[src/rtl/spq_pkg.sv]
// ----------------------------------------------------------------------------
// Sorted priority queue package
// Shared types, codes and sizes of the sorted priority queue.
// ----------------------------------------------------------------------------
package spq_pkg;

    localparam int DEPTH  = 16;
    localparam int IDX_W  = $clog2(DEPTH);
    localparam int CNT_W  = $clog2(DEPTH + 1);
    localparam int DATA_W = 32;
    localparam int OCC_W  = 5;

    typedef enum logic [1:0] {
        OP_ENQ  = 2'd0,
        OP_DEQ  = 2'd1,
        OP_MOD  = 2'd2,
        OP_PEEK = 2'd3
    } op_t;

    typedef enum logic [1:0] {
        ST_OK        = 2'd0,
        ST_EMPTY     = 2'd1,
        ST_NOT_FOUND = 2'd2,
        ST_FULL      = 2'd3
    } status_t;

    typedef enum logic [3:0] {
        S_IDLE,
        S_ENQ_RD,
        S_ENQ_WR,
        S_HEAD_RD,
        S_HEAD_CAP,
        S_REM_RD,
        S_REM_WR,
        S_FIND_RD,
        S_FIND_CHK,
        S_DONE
    } state_t;

    typedef struct packed {
        logic signed [DATA_W-1:0] value;
        logic signed [DATA_W-1:0] prio;
    } entry_t;

    typedef struct packed {
        op_t                      operation;
        logic signed [DATA_W-1:0] item_value;
        logic signed [DATA_W-1:0] item_priority;
    } cmd_t;

    typedef struct packed {
        status_t                  status;
        logic signed [DATA_W-1:0] head_value;
        logic signed [DATA_W-1:0] head_priority;
        logic [OCC_W-1:0]         occupancy;
    } res_t;

    typedef struct packed {
        logic less;
        logic equal;
    } cmp_t;

endpackage

[src/rtl/spq_if.sv]
// ----------------------------------------------------------------------------
// Sorted priority queue channels
// Valid/ready channels for operation requests and their results.
// ----------------------------------------------------------------------------
interface spq_req_if;
    logic                             valid;
    logic                             ready;
    spq_pkg::op_t                     operation;
    logic signed [spq_pkg::DATA_W-1:0] item_value;
    logic signed [spq_pkg::DATA_W-1:0] item_priority;

    modport source (output valid, output operation, output item_value,
                    output item_priority, input ready);
    modport sink   (input valid, input operation, input item_value,
                    input item_priority, output ready);
endinterface

interface spq_rsp_if;
    logic                              valid;
    logic                              ready;
    spq_pkg::status_t                  status;
    logic signed [spq_pkg::DATA_W-1:0] head_value;
    logic signed [spq_pkg::DATA_W-1:0] head_priority;
    logic [spq_pkg::OCC_W-1:0]         occupancy;

    modport source (output valid, output status, output head_value,
                    output head_priority, output occupancy, input ready);
    modport sink   (input valid, input status, input head_value,
                    input head_priority, input occupancy, output ready);
endinterface

[src/rtl/spq_cmp.sv]
// ----------------------------------------------------------------------------
// Sorted priority queue compare unit
// Signed priority compare and data match shared by the insert and search steps.
// ----------------------------------------------------------------------------
module spq_cmp
(
    input  spq_pkg::entry_t slot,
    input  spq_pkg::entry_t key,
    output spq_pkg::cmp_t   result
);

    assign result.less  = (slot.prio < key.prio);
    assign result.equal = (slot.value == key.value);

endmodule

[src/rtl/spq_ctrl.sv]
// ----------------------------------------------------------------------------
// Sorted priority queue sequencer
// Entry memory and the step sequencer that searches, shifts and inserts.
// ----------------------------------------------------------------------------
module spq_ctrl
(
    input  logic            clk,
    input  logic            rst_n,
    input  logic            cmd_valid,
    input  spq_pkg::cmd_t   cmd,
    output logic            cmd_ready,
    output logic            res_valid,
    output spq_pkg::res_t   res,
    input  logic            res_ready
);

    spq_pkg::entry_t mem [spq_pkg::DEPTH];
    spq_pkg::entry_t rdata_reg;

    spq_pkg::state_t  state_reg, state_next;
    spq_pkg::op_t     op_reg, op_next;
    spq_pkg::entry_t  key_reg, key_next;
    spq_pkg::entry_t  head_reg, head_next;
    spq_pkg::status_t status_reg, status_next;
    logic [spq_pkg::CNT_W-1:0] ptr_reg, ptr_next;
    logic [spq_pkg::CNT_W-1:0] count_reg, count_next;
    logic [spq_pkg::CNT_W-1:0] ptr_inc, ptr_dec, count_dec;

    logic                      mem_we;
    logic [spq_pkg::IDX_W-1:0] mem_waddr;
    logic [spq_pkg::IDX_W-1:0] mem_raddr;
    spq_pkg::entry_t           mem_wdata;
    spq_pkg::cmp_t             cmp;

    spq_cmp u_cmp
    (
        .slot   (rdata_reg),
        .key    (key_reg),
        .result (cmp)
    );

    assign ptr_inc   = ptr_reg + spq_pkg::CNT_W'(1);
    assign ptr_dec   = ptr_reg - spq_pkg::CNT_W'(1);
    assign count_dec = count_reg - spq_pkg::CNT_W'(1);

    always_ff @(posedge clk)
    begin
        if (mem_we)
        begin
            mem[mem_waddr] <= mem_wdata;
        end
        rdata_reg <= mem[mem_raddr];
    end

    always_ff @(posedge clk or negedge rst_n)
    begin
        if (!rst_n)
        begin
            state_reg <= spq_pkg::S_IDLE;
            count_reg <= '0;
        end
        else
        begin
            state_reg <= state_next;
            count_reg <= count_next;
        end
    end

    always_ff @(posedge clk)
    begin
        op_reg     <= op_next;
        key_reg    <= key_next;
        head_reg   <= head_next;
        status_reg <= status_next;
        ptr_reg    <= ptr_next;
    end

    always_comb
    begin
        state_next  = state_reg;
        op_next     = op_reg;
        key_next    = key_reg;
        head_next   = head_reg;
        status_next = status_reg;
        ptr_next    = ptr_reg;
        count_next  = count_reg;
        mem_we      = 1'b0;
        mem_waddr   = ptr_reg[spq_pkg::IDX_W-1:0];
        mem_wdata   = key_reg;
        mem_raddr   = ptr_reg[spq_pkg::IDX_W-1:0];
        cmd_ready   = 1'b0;
        res_valid   = 1'b0;

        unique case (state_reg)
            spq_pkg::S_IDLE:
            begin
                cmd_ready = 1'b1;
                if (cmd_valid)
                begin
                    op_next     = cmd.operation;
                    key_next    = '{value: cmd.item_value, prio: cmd.item_priority};
                    head_next   = '0;
                    status_next = spq_pkg::ST_OK;
                    unique case (cmd.operation)
                        spq_pkg::OP_ENQ:
                        begin
                            if (count_reg == spq_pkg::CNT_W'(spq_pkg::DEPTH))
                            begin
                                status_next = spq_pkg::ST_FULL;
                                state_next  = spq_pkg::S_DONE;
                            end
                            else
                            begin
                                ptr_next   = count_reg;
                                state_next = spq_pkg::S_ENQ_RD;
                            end
                        end
                        spq_pkg::OP_DEQ, spq_pkg::OP_PEEK:
                        begin
                            if (count_reg == '0)
                            begin
                                status_next = spq_pkg::ST_EMPTY;
                                state_next  = spq_pkg::S_DONE;
                            end
                            else
                            begin
                                ptr_next   = '0;
                                state_next = spq_pkg::S_HEAD_RD;
                            end
                        end
                        spq_pkg::OP_MOD:
                        begin
                            if (count_reg == '0)
                            begin
                                status_next = spq_pkg::ST_EMPTY;
                                state_next  = spq_pkg::S_DONE;
                            end
                            else
                            begin
                                ptr_next   = '0;
                                state_next = spq_pkg::S_FIND_RD;
                            end
                        end
                    endcase
                end
            end
            spq_pkg::S_ENQ_RD:
            begin
                if (ptr_reg == '0)
                begin
                    mem_we     = 1'b1;
                    mem_wdata  = key_reg;
                    count_next = count_reg + spq_pkg::CNT_W'(1);
                    state_next = spq_pkg::S_DONE;
                end
                else
                begin
                    mem_raddr  = ptr_dec[spq_pkg::IDX_W-1:0];
                    state_next = spq_pkg::S_ENQ_WR;
                end
            end
            spq_pkg::S_ENQ_WR:
            begin
                mem_we = 1'b1;
                if (cmp.less)
                begin
                    mem_wdata  = rdata_reg;
                    ptr_next   = ptr_dec;
                    state_next = spq_pkg::S_ENQ_RD;
                end
                else
                begin
                    mem_wdata  = key_reg;
                    count_next = count_reg + spq_pkg::CNT_W'(1);
                    state_next = spq_pkg::S_DONE;
                end
            end
            spq_pkg::S_HEAD_RD:
            begin
                mem_raddr  = '0;
                state_next = spq_pkg::S_HEAD_CAP;
            end
            spq_pkg::S_HEAD_CAP:
            begin
                head_next = rdata_reg;
                if (op_reg == spq_pkg::OP_PEEK)
                begin
                    state_next = spq_pkg::S_DONE;
                end
                else
                begin
                    state_next = spq_pkg::S_REM_RD;
                end
            end
            spq_pkg::S_REM_RD:
            begin
                if (ptr_inc < count_reg)
                begin
                    mem_raddr  = ptr_inc[spq_pkg::IDX_W-1:0];
                    state_next = spq_pkg::S_REM_WR;
                end
                else
                begin
                    count_next = count_dec;
                    if (op_reg == spq_pkg::OP_MOD)
                    begin
                        ptr_next   = count_dec;
                        state_next = spq_pkg::S_ENQ_RD;
                    end
                    else
                    begin
                        state_next = spq_pkg::S_DONE;
                    end
                end
            end
            spq_pkg::S_REM_WR:
            begin
                mem_we     = 1'b1;
                mem_wdata  = rdata_reg;
                ptr_next   = ptr_inc;
                state_next = spq_pkg::S_REM_RD;
            end
            spq_pkg::S_FIND_RD:
            begin
                if (ptr_reg == count_reg)
                begin
                    status_next = spq_pkg::ST_NOT_FOUND;
                    state_next  = spq_pkg::S_DONE;
                end
                else
                begin
                    state_next = spq_pkg::S_FIND_CHK;
                end
            end
            spq_pkg::S_FIND_CHK:
            begin
                if (cmp.equal)
                begin
                    state_next = spq_pkg::S_REM_RD;
                end
                else
                begin
                    ptr_next   = ptr_inc;
                    state_next = spq_pkg::S_FIND_RD;
                end
            end
            spq_pkg::S_DONE:
            begin
                res_valid = 1'b1;
                if (res_ready)
                begin
                    state_next = spq_pkg::S_IDLE;
                end
            end
            default:
            begin
                state_next = spq_pkg::S_IDLE;
            end
        endcase
    end

    assign res.status        = status_reg;
    assign res.head_value    = head_reg.value;
    assign res.head_priority = head_reg.prio;
    assign res.occupancy     = spq_pkg::OCC_W'(count_reg);

endmodule

[src/rtl/sorted_priority_queue.sv]
// ----------------------------------------------------------------------------
// Sorted priority queue
// Priority queue held in descending priority order in a single-port entry
// memory, worked through by a step sequencer with one shared compare unit.
// ----------------------------------------------------------------------------
//  Channel   Role    Payload
//  req       sink    operation, item_value, item_priority
//  rsp       source  status, head_value, head_priority, occupancy
//
//  Enqueue walks from the tail, shifting each lower-priority entry down, then
//  writes the new one; dequeue reads the head and moves every other entry up;
//  peek only reads the head; a full or empty reject goes straight to the result.
//  Modify searches the entries one by one, then removes and reinserts the entry.
//  Reset clears only the sequencer and the entry count; no clearing pass.
//  A result waits in the output register while the next transfer is taken.
// ----------------------------------------------------------------------------
module sorted_priority_queue
(
    input  logic  clk,
    input  logic  rst_n,
    spq_req_if.sink   req,
    spq_rsp_if.source rsp
);

    spq_pkg::cmd_t cmd;
    spq_pkg::res_t res;
    spq_pkg::res_t out_reg;
    logic          out_valid_reg;
    logic          res_valid;
    logic          res_ready;

    assign cmd.operation     = req.operation;
    assign cmd.item_value    = req.item_value;
    assign cmd.item_priority = req.item_priority;

    spq_ctrl u_ctrl
    (
        .clk       (clk),
        .rst_n     (rst_n),
        .cmd_valid (req.valid),
        .cmd       (cmd),
        .cmd_ready (req.ready),
        .res_valid (res_valid),
        .res       (res),
        .res_ready (res_ready)
    );

    assign res_ready = !out_valid_reg || rsp.ready;

    always_ff @(posedge clk or negedge rst_n)
    begin
        if (!rst_n)
        begin
            out_valid_reg <= 1'b0;
        end
        else if (res_ready)
        begin
            out_valid_reg <= res_valid;
        end
    end

    always_ff @(posedge clk)
    begin
        if (res_ready && res_valid)
        begin
            out_reg <= res;
        end
    end

    assign rsp.valid         = out_valid_reg;
    assign rsp.status        = out_reg.status;
    assign rsp.head_value    = out_reg.head_value;
    assign rsp.head_priority = out_reg.head_priority;
    assign rsp.occupancy     = out_reg.occupancy;

`ifndef SYNTHESIS
    a_busy_after_accept: assert property (@(posedge clk) disable iff (!rst_n)
        req.valid && req.ready |=> !req.ready)
        else $error("request accepted while the previous one is still in work");

    a_full_count: assert property (@(posedge clk) disable iff (!rst_n)
        rsp.valid && rsp.status == spq_pkg::ST_FULL
            |-> rsp.occupancy == spq_pkg::OCC_W'(spq_pkg::DEPTH))
        else $error("full status reported below capacity");

    a_empty_count: assert property (@(posedge clk) disable iff (!rst_n)
        rsp.valid && rsp.status == spq_pkg::ST_EMPTY |-> rsp.occupancy == '0)
        else $error("empty status reported with entries held");

    a_error_head_zero: assert property (@(posedge clk) disable iff (!rst_n)
        rsp.valid && rsp.status != spq_pkg::ST_OK
            |-> rsp.head_value == '0 && rsp.head_priority == '0)
        else $error("head fields set on an error result");
`endif

endmodule

[src/flat_wrapper.sv]
// flat-port wrapper written by rule: the top's interface ports become plain ports
module sorted_priority_queue_flat 
  (clk, rst_n, req_valid, req_operation, req_item_value, req_item_priority, req_ready, rsp_valid, rsp_status, rsp_head_value, rsp_head_priority, rsp_occupancy, rsp_ready);
  spq_req_if req_i ();
  spq_rsp_if rsp_i ();
  input  logic clk;
  input  logic rst_n;
  input wire logic [$bits(req_i.valid)-1:0] req_valid;
  input wire logic [$bits(req_i.operation)-1:0] req_operation;
  input wire logic [$bits(req_i.item_value)-1:0] req_item_value;
  input wire logic [$bits(req_i.item_priority)-1:0] req_item_priority;
  output wire logic [$bits(req_i.ready)-1:0] req_ready;
  output wire logic [$bits(rsp_i.valid)-1:0] rsp_valid;
  output wire logic [$bits(rsp_i.status)-1:0] rsp_status;
  output wire logic [$bits(rsp_i.head_value)-1:0] rsp_head_value;
  output wire logic [$bits(rsp_i.head_priority)-1:0] rsp_head_priority;
  output wire logic [$bits(rsp_i.occupancy)-1:0] rsp_occupancy;
  input wire logic [$bits(rsp_i.ready)-1:0] rsp_ready;
  assign req_i.valid = req_valid;
  assign req_i.operation = req_operation;
  assign req_i.item_value = req_item_value;
  assign req_i.item_priority = req_item_priority;
  assign req_ready = req_i.ready;
  assign rsp_valid = rsp_i.valid;
  assign rsp_status = rsp_i.status;
  assign rsp_head_value = rsp_i.head_value;
  assign rsp_head_priority = rsp_i.head_priority;
  assign rsp_occupancy = rsp_i.occupancy;
  assign rsp_i.ready = rsp_ready;
  sorted_priority_queue u_core (.clk(clk), .rst_n(rst_n), .req(req_i), .rsp(rsp_i));
endmodule
[config.mk]
export PLATFORM = sky130hd
export DESIGN_NAME = sorted_priority_queue_flat
export DESIGN_NICKNAME = d
export VERILOG_FILES = /design/src/rtl/spq_pkg.sv /design/src/rtl/spq_if.sv /design/src/rtl/spq_cmp.sv /design/src/rtl/spq_ctrl.sv /design/src/rtl/sorted_priority_queue.sv /design/src/flat_wrapper.sv
export SDC_FILE = /design/constraint.sdc
export NUM_CORES = 2
export LEC_CHECK = 0
export BUFFER_PORTS_ARGS = -buffer_cell sky130_fd_sc_hd__buf_2
export CELL_PAD_IN_SITES_DETAIL_PLACEMENT = 1
export CELL_PAD_IN_SITES_GLOBAL_PLACEMENT = 1
export CORE_MARGIN = 1
export CORE_UTILIZATION = 35
export CTS_BUF_LIST = sky130_fd_sc_hd__clkbuf_16
export DETAILED_ROUTE_END_ITERATION = 10
export GPL_ROUTABILITY_DRIVEN = 0
export PLACE_DENSITY = 0.54
export SYNTH_ARGS = -nofsm -noshare
export SYNTH_HDL_FRONTEND = slang
export SYNTH_SLANG_ARGS = --single-unit
[constraint.sdc]
create_clock -name clk -period 20.6 [get_ports clk]
set_input_delay 3.09 -clock clk [delete_from_list [all_inputs] [get_ports clk]]
set_output_delay 3.09 -clock clk [all_outputs]
set_load 0.02 [all_outputs]
Word level (Yosys, flattened, before mapping)
Memories as Yosys holds them, arrays and structs flattened. A register that Yosys moved wholly into a read port is not among the register bits. Index checks and enable logic that the tools add are counted.

Flip-flop bits (word level): 218. RAM bits: 1024. Bits of input ports: 70. Memories: 1.

Add/subtract/negate cells: 4. $lt $le $gt $ge: 2. Equality and inequality tests: 28. Multiplexer cells: 46. Reductions and logical operators: 20.

Memories: u_core.u_ctrl.mem (depth 16, bits a word 64, read ports 1, clocked after Yosys merged registers in 1, wr ports 1, RTL line spq_ctrl.sv:17) `spq_pkg::entry_t mem [spq_pkg::DEPTH];`.

Operator list (count): 64-bit one-hot mux with 2 select lines (2); 64-bit two-way mux (2); 5-bit two-way mux (10); 4-bit two-way mux (12); 4-bit one-hot mux with 10 select lines (1); 32-bit equality test (1); 32-bit less-than comparator (1); 5-bit one-hot mux with 5 select lines (1); 4-bit one-hot mux with 3 select lines (2); 4-bit by 3-bit equality test with 1-bit output (second input constant) (4); 2-bit inequality test (second input constant) (8); 5-bit one-hot mux with 3 select lines (1); 5-bit by 1-bit adder with 5-bit output (second input constant) (2); 5-bit logical NOT (2); 5-bit one-hot mux with 2 select lines (1); 5-bit by 1-bit subtractor with 5-bit output (second input constant) (2); 2-bit equality test (second input constant) (4); 4-bit by 2-bit equality test with 1-bit output (second input constant) (2); 4-bit equality test (second input constant) (2); 2-bit two-way mux (4); 2-bit one-hot mux with 2 select lines (2); 8-bit AND reduction (1); 1-bit two-way mux (7); 3-bit inequality test (second input constant) (2); 20 further kinds (24).

Depth between registers and ports, before layout
Depth after elaboration: 5. Gate-level depth with buffers: 15.

Modules after synthesis
From an unflattened synthesis, not the netlist that was laid out.

Cell total of the unflattened synthesis: 3200. Area total of the unflattened synthesis: 51201.6 µm².

Modules (own cells, without submodules): spq_ctrl (times used 1, cells each 2969, area an instance 47877.2 µm², sequential area each 36369.9 µm²); sorted_priority_queue (times used 1, cells each 75, area an instance 2185.8 µm², sequential area each 2157.1 µm²); spq_cmp (times used 1, cells each 156, area an instance 1138.6 µm², sequential area each 0.0 µm²).

Worst setup path before layout
Ideal clock, no wire load.

Kind: input port to flip-flop. Start: input port rsp_ready. End: register u_core.out_reg, in the netlist u_core.rsp.head_priority[0], enable pin. Arrival time: 6.381 ns. Required time: 20.091 ns. Path slack: 13.710 ns. Stages on the path: 2. Cells stage by stage: nand2b_1 -> nor2b_1.

Word-level cells in the longest chain between the ends: 2.

RTL lines: start, declared (RTL line flat_wrapper.sv:18) `input wire logic [$bits(rsp_i.ready)-1:0] rsp_ready;`; 1-bit logical OR (RTL line sorted_priority_queue.sv:48) `assign res_ready = !out_valid_reg || rsp.ready;`; 1-bit logical AND (RTL line sorted_priority_queue.sv:64) `if (res_ready && res_valid)`; end signal, assigned (RTL line sorted_priority_queue.sv:66) `out_reg <= res;`; end, declared (RTL line sorted_priority_queue.sv:27) `spq_pkg::res_t out_reg;`.

No other way between the ends. A chain may end at the register's enable or synchronous reset.

Final worst setup path
Start: register u_core.u_ctrl.ptr_reg[2] in the netlist's numbering. End: register u_core.u_ctrl.rdata_reg[45] (netlist name).

Word-level cells in the longest chain between the ends: 4. Elaborated cells on any way between the ends: 7.

RTL lines: start, declared (RTL line spq_ctrl.sv:25) `logic [spq_pkg::CNT_W-1:0] ptr_reg, ptr_next;`; start signal, assigned (RTL line spq_ctrl.sv:75) `ptr_reg <= ptr_next;`; 5-bit by 1-bit adder with 5-bit output (RTL line spq_ctrl.sv:42) `assign ptr_inc = ptr_reg + spq_pkg::CNT_W'(1);`; 5-bit less-than comparator (RTL line spq_ctrl.sv:197) `if (ptr_inc < count_reg)`; 4-bit two-way mux (RTL line spq_ctrl.sv:197); 4-bit one-hot mux with 3 select lines * (RTL line spq_ctrl.sv:94) `unique case (state_reg)`.

Every way passes the cells marked *; elsewhere a longest branch is shown, timed or not.

==> key figures <==
Timing
  – Max Slew Vio Count: 0
  – Relative slew slack: 0.167
  – Fin. Hold Viols: 0
  – Final Critical Period: 6.10 ns
  – Post-route setup slack: 14.50 ns
  – Fmax: 0.164 GHz
  – Worst Clk Skew: 0.0265 ns
  – Final worst path period share: 0.296
  – TNS Setup: 0 ns
  – Unrepaired setup endpoints after global routing: no
  – Final Setup Violations: 0
  – Worst slew pin tran: 1.25 ns

Pwr
  – Switch share: 0.376
  – Sequential power share: 0.365
  – Maximum VDD drop: 0.182 mV
  – Leakage: 0.0241 uW
  – PwrDens: 172 nW/um^2
  – Clock network power share: 0.237
  – Net switching power figure: 4090 uW
  – Power share of the combinational group: 0.398
  – Internal power: 6800 uW

Place
  – Placed Area: 58300 um^2
  – Post-DP HPWL: 82600 um
  – PortBufs: 142
  – Worst slack, placed: 14.48 ns

Yosys
  – Cell area after synthesis: 56000 um^2
  – Yosys reg bits: 1306
  – Top post-synthesis cells by area: edfxtp_1, mux2i_1, dfxtp_1, buf_12, nor3b_1
  – Synthesized instance count: 3501
  – Main flop type after synthesis: edfxtp_1
  – Yosys warnings: 0
  – EDFF count, synth: 1232
  – Post-synth ARST share: 0.00766
  – Syn_area_per_cell: 16.0 um^2
  – Yosys cell types: 64
  – Syn Nets: 3613
  – Dominant cell type by area after synthesis: edfxtp_1
  – Register area share after synthesis: 0.688
  – Synth top area share: 0.661

Final layout
  – Fill cells: 15.7k
  – Max FFs per register: 1024
  – Share of layout cells above drive strength 1: 0.122
  – Final Instance Area: 63200 um^2
  – Register area: 38500 um^2
  – Biggest register: u_core.u_ctrl.mem
  – Post-layout util: 0.398
  – Nets@finish: 3761
  – Area delta synth->final: 12.8%
  – Multi-input logic area: 15800 um^2

Global route
  – Initial antenna violation count: 3
  – Vias in the first global route: 31.3k
  – Overflow after GRT: 0
  – Largest net degree at the start of global routing: 189
  – Total global-route track usage: 0.189
  – First-pass GRT wire length: 223000 um

Detailed routing
  – Final WL: 154000 um
  – Remaining antenna violation count: 0
  – Iter 0 DRT Violations: 2081
  – Routed via count: 30.7k
  – DRC: 0
  – Pre-Repair DR Iteration Count: 5
  – DR vias/cell: 5.25
  – WL per Instance: 26.4 um

Setup path
  – CP Data Required Time: 21.25 ns
  – Crit path arrival time: 6.75 ns
  – Crit path max fanout: 132
  – CP Launch Type: flip-flop
  – Capturing element type of the critical path: flip-flop
  – Crit Path Class: flip-flop to flip-flop
  – Worst reg2reg setup slack: 14.50 ns

Clock network
  – CTS clk-pin slew, worst paths: 0.06 ns
  – Clock root buffer: clkbuf_16
  – CTS buffer count: 151
  – Setup bufs post-CTS: 0
  – Worst skew pair latency: 0.81 ns
  – TritonCTS clock tree: built
  – H-tree depth: 4
  – Post-CTS sizing: 0
  – Hold Buf Count CTS: 0
  – Clock tree buffer depth: 3
  – Clock sink count: 1306

Floorplan
  – DIE HEIGHT: 402 um
  – Initial Util: 0.353
  – Die X: 402 um
  – I/O pin count: 143
  – Row count: 146
  – Core Region: 159000 um^2
  – Die ar.: 162000 um^2

Worst hold path
  – Hold/Removal Path Class: flip-flop to flip-flop

Outcome
  – Outcome: finished, final reports clean

Job
  – Max-Cap Viols: 0
[metrics by stage]
stage,instances,total power (uW),hold slack [ns]
5_1_grt,5843,11400,0.422
3_5_place_dp,5568,8410,0.405
4_1_cts,5843,11000,0.416
2_1_floorplan,3501,7410,0.400
6_report,5845,10900,0.417
3_3_place_gp,5568,8340,0.404
[synth_stat cells, types with 42 or more instances]
master / instances
edfxtp_1: 1232
nor2_1: 98
dfxtp_1: 64
nand3_1: 74
inv_1: 43
mux2i_1: 963
o21ai_0: 109
and2_1: 67
and3_1: 67
nor3b_1: 98
clkbuf_1: 105
ha_1: 42
nand2_1: 123
[worst max-delay path, cell delays in order, from the launching register on]
cell      delay, ns
edfxtp_1       0.78
nand3_1        0.33
xnor2_1        0.21
ha_1           0.32
a21o_1         0.18
a21o_1         0.22
o21ba_4        0.23
o32ai_4        0.31
buf_12         0.74
buf_4          0.82
buf_12         0.61
mux2i_1        0.34
mux2i_1        0.11
mux2i_1        0.23
mux2i_1        0.11
[cell families (layout without fill, tap and decap cells)]
family / count (synthesis) / count (layout) / synth area share
AND/OR/NAND/NOR: 642 / 642 / 0.0622
multiplexers: 964 / 964 / 0.172
XOR/XNOR: 48 / 48 / 0.00751
buffers and inverters: 258 / 528 / 0.0340
adder cells (fa/ha/maj): 42 / 42 / 0.00938
flip-flops: 1306 / 1306 / 0.688
other: 0 / 2 / 0
AO/OA/AOI/OAI: 241 / 241 / 0.0266
[per-layer routing]
metal  track usage  part of all wire  routed length (um)
met1         0.278              0.49               75700
met2         0.294              0.45               70200
met3        0.0266             0.038                5880
met5             0                 0                   0
met4        0.0466             0.017                2670
[placed cells by master (no fill, tap or decap), drive strengths merged, types with 42 or more instances in the layout]
cell type  Yosys  final
nand3         74     74
buf          107    210
clkinv         0     67
edfxtp      1232   1232
nor2          98     98
clkbuf       105    151
nor3b         98     98
ha            42     42
and3          67     67
inv           43     87
o21ai        143    143
mux2i        963    963
dfxtp         64     64
and2          67     67
nand2        124    124
[final cells by class]
cell class | instances | area share
clock inverter | 124 | 0.0162
tap | 2072 | 0.0411
multi-input combinational | 1937 | 0.250
timing repair buffer | 210 | 0.0203
antenna | 2 | 0.0000792
inverter | 43 | 0.00260
sequential | 1306 | 0.610
clock buffer | 151 | 0.0598
[worst paths after layout]
check | start | end | depth (start not counted)
setup / recovery | u_core.u_ctrl.ptr_reg[2]$_DFFE_PP_ | u_core.u_ctrl.rdata_reg[45]$_DFF_P_ | 14
hold / removal | u_core.u_ctrl.res[66]$_SDFFCE_PN0P_ | u_core.rsp.head_value[29]$_DFFE_PP_ | 0
hold reg to reg | u_core.u_ctrl.res[66]$_SDFFCE_PN0P_ | u_core.rsp.head_value[29]$_DFFE_PP_ | 0
max in group asynchronous | rst_n | u_core.u_ctrl.state_reg[2]$_DFFE_PN0P_ | 1
setup reg to reg | u_core.u_ctrl.ptr_reg[2]$_DFFE_PP_ | u_core.u_ctrl.rdata_reg[45]$_DFF_P_ | 14
min in group asynchronous | rst_n | u_core.rsp.valid$_DFFE_PN0P_ | 1
[power groups by stage]
stage	clock, uW	sequential, uW	combinational [uW]
global route	2740	4010	4700
global placement	0	4020	4330
CTS	2650	3970	4400
finish	2580	3970	4340
floorplan	0	3910	3500
detailed placement	0	4020	4390
No activity file was read; power rests on OpenSTA's default activity.
